<file path="config.mk">
export PLATFORM = sky130hd
export DESIGN_NAME = trt_queue
export DESIGN_NICKNAME = d
export VERILOG_FILES = /design/src/trt_pkg.sv /design/src/trt_queue.sv
export SDC_FILE = /design/constraint.sdc
export NUM_CORES = 1
export LEC_CHECK = 0
export BUFFER_PORTS_ARGS = -buffer_cell sky130_fd_sc_hd__buf_2
export CORE_MARGIN = 4
export CORE_UTILIZATION = 30
export CTS_CLUSTER_DIAMETER = 50
export CTS_CLUSTER_SIZE = 10
export DETAILED_ROUTE_END_ITERATION = 8
export PLACE_DENSITY = 0.59
export REMOVE_ABC_BUFFERS = 1
export SETUP_SLACK_MARGIN = 0.4
export SYNTH_ARGS = -nofsm -noshare
export SYNTH_HDL_FRONTEND = slang
export SYNTH_SLANG_ARGS = --single-unit
</file>
<file path="constraint.sdc">
create_clock -name clock -period 5.25 [get_ports clock]
set_input_delay 0.525 -clock clock [delete_from_list [all_inputs] [get_ports clock]]
set_output_delay 0.525 -clock clock [all_outputs]
set_load 0.01 [all_outputs]
</file>
<file path="src/trt_pkg.sv">
// ============================================================================
// trt_pkg - shared types and constants for the thermistor converter
// Widths, status codes, fixed-point constants and the coefficient bank type.
// ============================================================================
`default_nettype none

package trt_pkg;

   localparam int POLY_DEGREE_DEF  = 3;
   localparam int LN_FRAC_BITS_DEF = 24;

   localparam int R_W       = 24;   // resistance field
   localparam int TEMP_W    = 17;   // temperature field
   localparam int STAT_W    = 2;
   localparam int COEF_W    = 48;
   localparam int NUM_COEF  = 4;
   localparam int CSR_IDX_W = 2;
   localparam int K_W       = 5;    // top-bit position of the resistance
   localparam int XINT_W    = 5;    // integer bits of ln r
   localparam int LOG_STEPS = 32;   // fraction bits of log2
   localparam int MAG_W     = 62;   // accumulator magnitude
   localparam int ACC_W     = 64;
   localparam int Q_W       = 17;   // quotient bits kept
   localparam int QUEUE_DEPTH = 2;

   localparam logic [31:0]       LN2_Q32    = 32'd2977044472;
   localparam logic [58:0]       INV_NUM    = 59'd450359962737049600;
   localparam logic [MAG_W-1:0]  ACC_CAP    = {MAG_W{1'b1}};
   localparam logic [Q_W-1:0]    KELVIN_OFS = 17'd27315;
   localparam logic [Q_W-1:0]    Q_SAT      = 17'd92850;
   localparam logic [TEMP_W-1:0] TEMP_MAX   = 17'd65535;

   typedef enum logic [STAT_W-1:0] {
      ST_OK   = 2'd0,
      ST_ZERO = 2'd1,
      ST_NPOS = 2'd2,
      ST_SAT  = 2'd3
   } status_type;

   typedef logic [NUM_COEF-1:0][COEF_W-1:0] coef_bank_type;

   localparam coef_bank_type COEF_RESET = {
      48'd416381910,
      48'(-48'sd785297806),
      48'd1063515902201,
      48'd5051040142643
   };

   // per-item control that travels with the data
   typedef struct packed {
      logic valid;
      logic zero;
   } tag_type;

endpackage

`default_nettype wire

</file>
<file path="src/trt_queue.sv">
// ============================================================================
// trt_queue - short queue between log front and polynomial back
// Small register FIFO; the head is presented whenever the queue holds data.
// ============================================================================
`default_nettype none

module trt_queue #(
   parameter int XW = trt_pkg::XINT_W + trt_pkg::LN_FRAC_BITS_DEF
) (
   input  wire logic              clock,
   input  wire logic              reset,
   input  trt_pkg::tag_type       in_tag,
   input  wire logic [XW-1:0]     in_x,
   input  wire logic              out_take,
   output trt_pkg::tag_type       out_tag,
   output logic [XW-1:0]          out_x,
   output logic                   full
);

   localparam int D  = trt_pkg::QUEUE_DEPTH;
   localparam int PW = $clog2(D);
   localparam int CW = $clog2(D + 1);

   logic [XW-1:0] x_mem    [0:D-1];
   logic          zero_mem [0:D-1];
   logic [PW-1:0] wr_ptr_ff, wr_ptr_in, rd_ptr_ff, rd_ptr_in;
   logic [CW-1:0] count_ff, count_in;
   logic          push, pop;

   always_comb begin
      push      = in_tag.valid;
      pop       = out_take && (count_ff != '0);
      wr_ptr_in = push ? PW'(wr_ptr_ff + 1'b1) : wr_ptr_ff;
      rd_ptr_in = pop ? PW'(rd_ptr_ff + 1'b1) : rd_ptr_ff;
      count_in  = CW'(count_ff + CW'(push) - CW'(pop));
   end

   always_ff @(posedge clock) begin
      if (reset) begin
         wr_ptr_ff <= '0;
         rd_ptr_ff <= '0;
         count_ff  <= '0;
      end else begin
         wr_ptr_ff <= wr_ptr_in;
         rd_ptr_ff <= rd_ptr_in;
         count_ff  <= count_in;
      end
   end

   always_ff @(posedge clock) begin
      if (push) begin
         x_mem[wr_ptr_ff]    <= in_x;
         zero_mem[wr_ptr_ff] <= in_tag.zero;
      end
   end

   always_comb begin
      out_tag.valid = (count_ff != '0);
      out_tag.zero  = zero_mem[rd_ptr_ff];
      out_x         = x_mem[rd_ptr_ff];
      full          = (count_ff == CW'(D));
   end

`ifndef SYNTHESIS
   a_no_overflow: assert property (@(posedge clock) disable iff (reset)
      !(push && full && !pop))
      else $error("queue overflow");
`endif

endmodule

`default_nettype wire

</file>
### Yosys cells after proc, flatten, opt, wreduce, memory -nomap -nowiden

Memories as Yosys holds them, arrays and structs flattened. A register that Yosys moved wholly into a read port is not among the register bits.
Cells that the tools add are included.

* word-level logic and storage cells: 18
* memories kept: 2
* register bits: 4
* output and inout port bits: 32
* memory bits (writable): 60

* equality and inequality tests: 1
* add/subtract/negate cells: 4
* reduce and logical (&&, ||, !) cells: 2
* multiplexer cells: 6

Memories
* x_mem: words 2, bits a word 29, read ports 1, clocked after Yosys merged registers in 1, write ports 1, RTL line trt_queue.sv:24 `logic [XW-1:0] x_mem [0:D-1];`
* zero_mem: words 2, bits a word 1, read ports 1, clocked after Yosys merged registers in 1, write ports 1, RTL line trt_queue.sv:25 `logic zero_mem [0:D-1];`

Operators with widths (number)
* 2-to-1 mux 1 bit: 6
* adder 1 bit, second input constant: 2
* adder 2 x 1 -> 2 bit: 1
* == test 2 bit, second input constant: 1
* nonzero test 2 bit: 1
* subtractor 2 x 1 -> 2 bit: 1
* logical AND 1 bit: 1

### Depth between registers and ports, before layout

* word-level depth: 4
* mapped depth: 6
* depth with buffers taken out: 6

### Worst setup path before layout

OpenSTA, ideal clock, no wires.

* path type: in2reg
* start: input port in_tag[1] in the netlist's numbering
* end: memory x_mem[0][0] in the netlist's numbering (enable)
* slack: 2.942 ns
* buffers on the path: 0
* arrival: 1.887 ns
* data required time: 4.829 ns
* stages on the path: 1
* library setup time: 0.421 ns
* cells stage by stage: nor2b_1

* cells in the longest elaborated chain, start to end: 2

Ends and longest elaborated chain
* start, declared: RTL line trt_queue.sv:12 `input trt_pkg::tag_type in_tag,`
* 2-to-1 mux 1 bit: RTL line trt_queue.sv:51 `if (push) begin`
* 2-to-1 mux 1 bit (implied by the code): RTL line trt_queue.sv:52 `x_mem[wr_ptr_ff] <= in_x;`
* end, declared: RTL line trt_queue.sv:24

Every way passes these cells.

==> flow_metrics.py <==
metrics = {
    "outcome": {
        "status": "complete, no violations",
    },
    "setup_path": {
        "crit_arrival_ns": 2.07,
        "required_arrival_time_at_the_worst_endpoint_ns": 4.72,
        "critical_path.startpoint_type": "register",
        "timing.setup.critical_path_class": "register to primary output",
        "max_stage_delay_ns": 0.88,
        "crit_chain": "buf_4 -> mux2_1 -> buf_2",
        "critical_path_buf_inv_count": 2,
        "timing.critical_path.to_type": "primary output",
        "critical_path.max_fanout": 18,
        "cpLargestDelayFamily": "flip-flops",
        "timing.critical_path.slowest_stage_cell": "dfxtp_1",
    },
    "timing": {
        "fin_worst_hold_slack_ns": 0.379,
        "maxSlewHeadroom": 0.396,
        "tns_ns": 0,
        "grt_setup_unrepaired": "no",
        "fmax_mhz": 385,
        "final-hold-violation-count": 0,
        "transition_time_of_the_tightest_slew_check_pin_ns": 0.905,
        "layout_worst_path_cycle_share": 0.495,
        "final_period_minus_worst_setup_slack_ns": 2.60,
        "timing.final.setup_violations": 0,
        "report.final.slew_viol_count": 0,
        "worst_clock_skew_ns": 0.0111,
    },
    "yosys": {
        "netlist-cell-type-count": 14,
        "syn-cell-area_um2": 2410,
        "syn_avg_cell_area_um2": 20.8,
        "netlist_instances": 116,
        "synth_async_sr_flop_share": 0,
        "synth_warnings": 0,
        "synthesized_flop_and_latch_total": 65,
        "synth_top_cell_area_share": 0.747,
        "synth_ff_type": "edfxtp_1",
        "synth.largest_area_cell": "edfxtp_1",
        "synth_edf_count": 60,
        "yosys-top-cells-area": "edfxtp_1 (75%), mux2_1 (14%), dfxtp_1 (4.1%), mux2_4 (1.2%), ha_1 (1.0%)",
        "ys_seq_area_frac": 0.788,
        "commonest_cells_post_synth": "edfxtp_1 (60), mux2_1 (30), dfxtp_1 (5), nor2b_1 (4)",
        "synth_most_common_cell": "edfxtp_1",
    },
    "final_layout": {
        "drive_above_1_share": 0.434,
        "flow.area_growth_from_synthesis_pct": 25.5,
        "area_used_by_multi_input_combinational_logic_um2": 489,
        "fillers": 776,
        "insertedDiodeCount": 0,
        "ff_latch_area_um2": 1900,
        "fin_nets": 227,
    },
    "place": {
        "number_of_i_o_port_buffers": 65,
        "gp_congestion": 0.631,
        "place.detailed.hpwl_um": 2830,
    },
    "power_and_ir_drop": {
        "peakVddDrop_uv": 198,
        "cellPowerDensity_nw_per_um2": 410,
        "p_leak_nw": 1.15,
    },
    "floorplanning": {
        "fp.dieW_um": 97.7,
        "fp.dieArea_um2": 9540,
        "start_util": 0.311,
        "height_of_the_chip_um": 97.7,
        "num_io_pins": 66,
        "core-area_um2": 7770,
        "fp-row-count": 32,
    },
    "cts": {
        "postCtsSetupRepairBufs": 0,
        "ctsHtreeMaxLevel": 3,
        "cts-root-to-sink-buffers": 2,
        "ctsResizeCount": 0,
        "cts_root_buf": "clkbuf_8",
        "cts_tree": "yes",
        "clk_pin_slew_worst_paths_ns": 0.07,
        "cts_buffers": 9,
        "tritoncts_num_sinks": 65,
        "insertion_delay_ns": 0.33,
        "cts.hold.buffers_added": 0,
    },
    "global_route": {
        "grt_pass1_vias": 1380,
        "antenna_violations_before_repair": 0,
        "remaining_global_route_overflow": 0,
        "global_route_wire_length_before_repair_um": 6820,
        "grt_max_degree": 31,
        "global_route.usage.total": 0.0948,
    },
    "routing": {
        "final_antenna_net_count": 0,
        "drt-wirelength-per-cell_um": 14.2,
        "detail_route.first_pass.iterations": 4,
        "routed-via-count": 1255,
        "detail_route.iter0.violations": 39,
        "drt-total-wl_um": 4240,
        "via_per_inst": 4.21,
        "drc": 0,
    },
    "run": {
        "max-cap-violations": 0,
    },
    "worst_hold_path": {
        "worstHoldPathType": "input port to register",
    },
}
cell usage in the layout (no fill, tap or decap):
master      synthesis  routed
nor2b_1             4       3
nor2_1              3       3
buf_2               0      65
clkbuf_8            0       9
buf_4               3       2
and2_1              1       1
ha_1                2       2
edfxtp_1           60      60
o21a_2              1       1
clkinv_2            0       3
mux2_1             30      30
clkinv_1            0       2
xnor2_1             1       1
dfxtp_1             5       5
inv_1               2       2
xnor3_1             1       1
mux2_4              2       2
clkinvlp_4          0       2
nor2b_4             0       1
or2_1               1       1
worst paths after layout:
kind                        to  cells after the start       from  slack [ns]
setup / recovery     out_x[22]                      3   register        2.65
hold / removal     x_mem[1][7]                      1    in_x[7]        0.38
setup reg to reg  x_mem[1][13]                      2  wr_ptr_ff        3.49
hold reg to reg      wr_ptr_ff                      2  wr_ptr_ff        0.59
where the power goes:
group          internal, mW  switching (mW)
clock                 0.165           0.184
sequential            0.611          0.0313
combinational         0.133           0.118
total                 0.909           0.333
flip-flops by register name, summed over array words and instances (netlist names), named ones only:
register   cells
zero_mem       2
rd_ptr_ff      1
x_mem         58
wr_ptr_ff      1
count_ff       2
through the flow:
| step | cells | instance area [um2] | setup WS, ns | util | power, mW |
|---|---|---|---|---|---|
| final | 298 | 3030 | 2.65 | 0.390 | 1.24 |
| after global placement | 282 | 2870 | 2.91 | 0.369 | 0.910 |
| after global routing | 298 | 3030 | 2.47 | 0.390 | 1.32 |
| after CTS | 298 | 3030 | 2.55 | 0.390 | 1.27 |
| after detailed placement | 282 | 2870 | 2.93 | 0.369 | 0.911 |
| after floorplan | 113 | 2390 | 2.94 | - | 0.804 |
routing by layer:
metal  vias up  global-route usage  wire (um)
met5         -                   0          0
met3        10              0.0337        252
met4         0              0.0511         89
li1        596                   -          -
met1       602               0.117       1870
met2        47               0.144       2020
cells by family after synthesis:
logic type / share of synthesized area
multiplexers: 0.152
buffers and inverters: 0.0124
flip-flops: 0.788
adder cells (fa/ha/maj): 0.0104
AO/OA/AOI/OAI: 0.00363
AND/OR/NAND/NOR: 0.0202
XOR/XNOR: 0.0130
area by class of cell:
| type | count | share of cell area |
|---|---|---|
| repair buffers | 67 | 0.112 |
| clock buffers | 9 | 0.0409 |
| clock inverters | 7 | 0.0124 |
| well taps | 102 | 0.0421 |
| flip-flops and latches | 65 | 0.628 |
| multi-input cells | 46 | 0.162 |
| inverters | 2 | 0.00248 |
(Power assumes the default switching activity.)
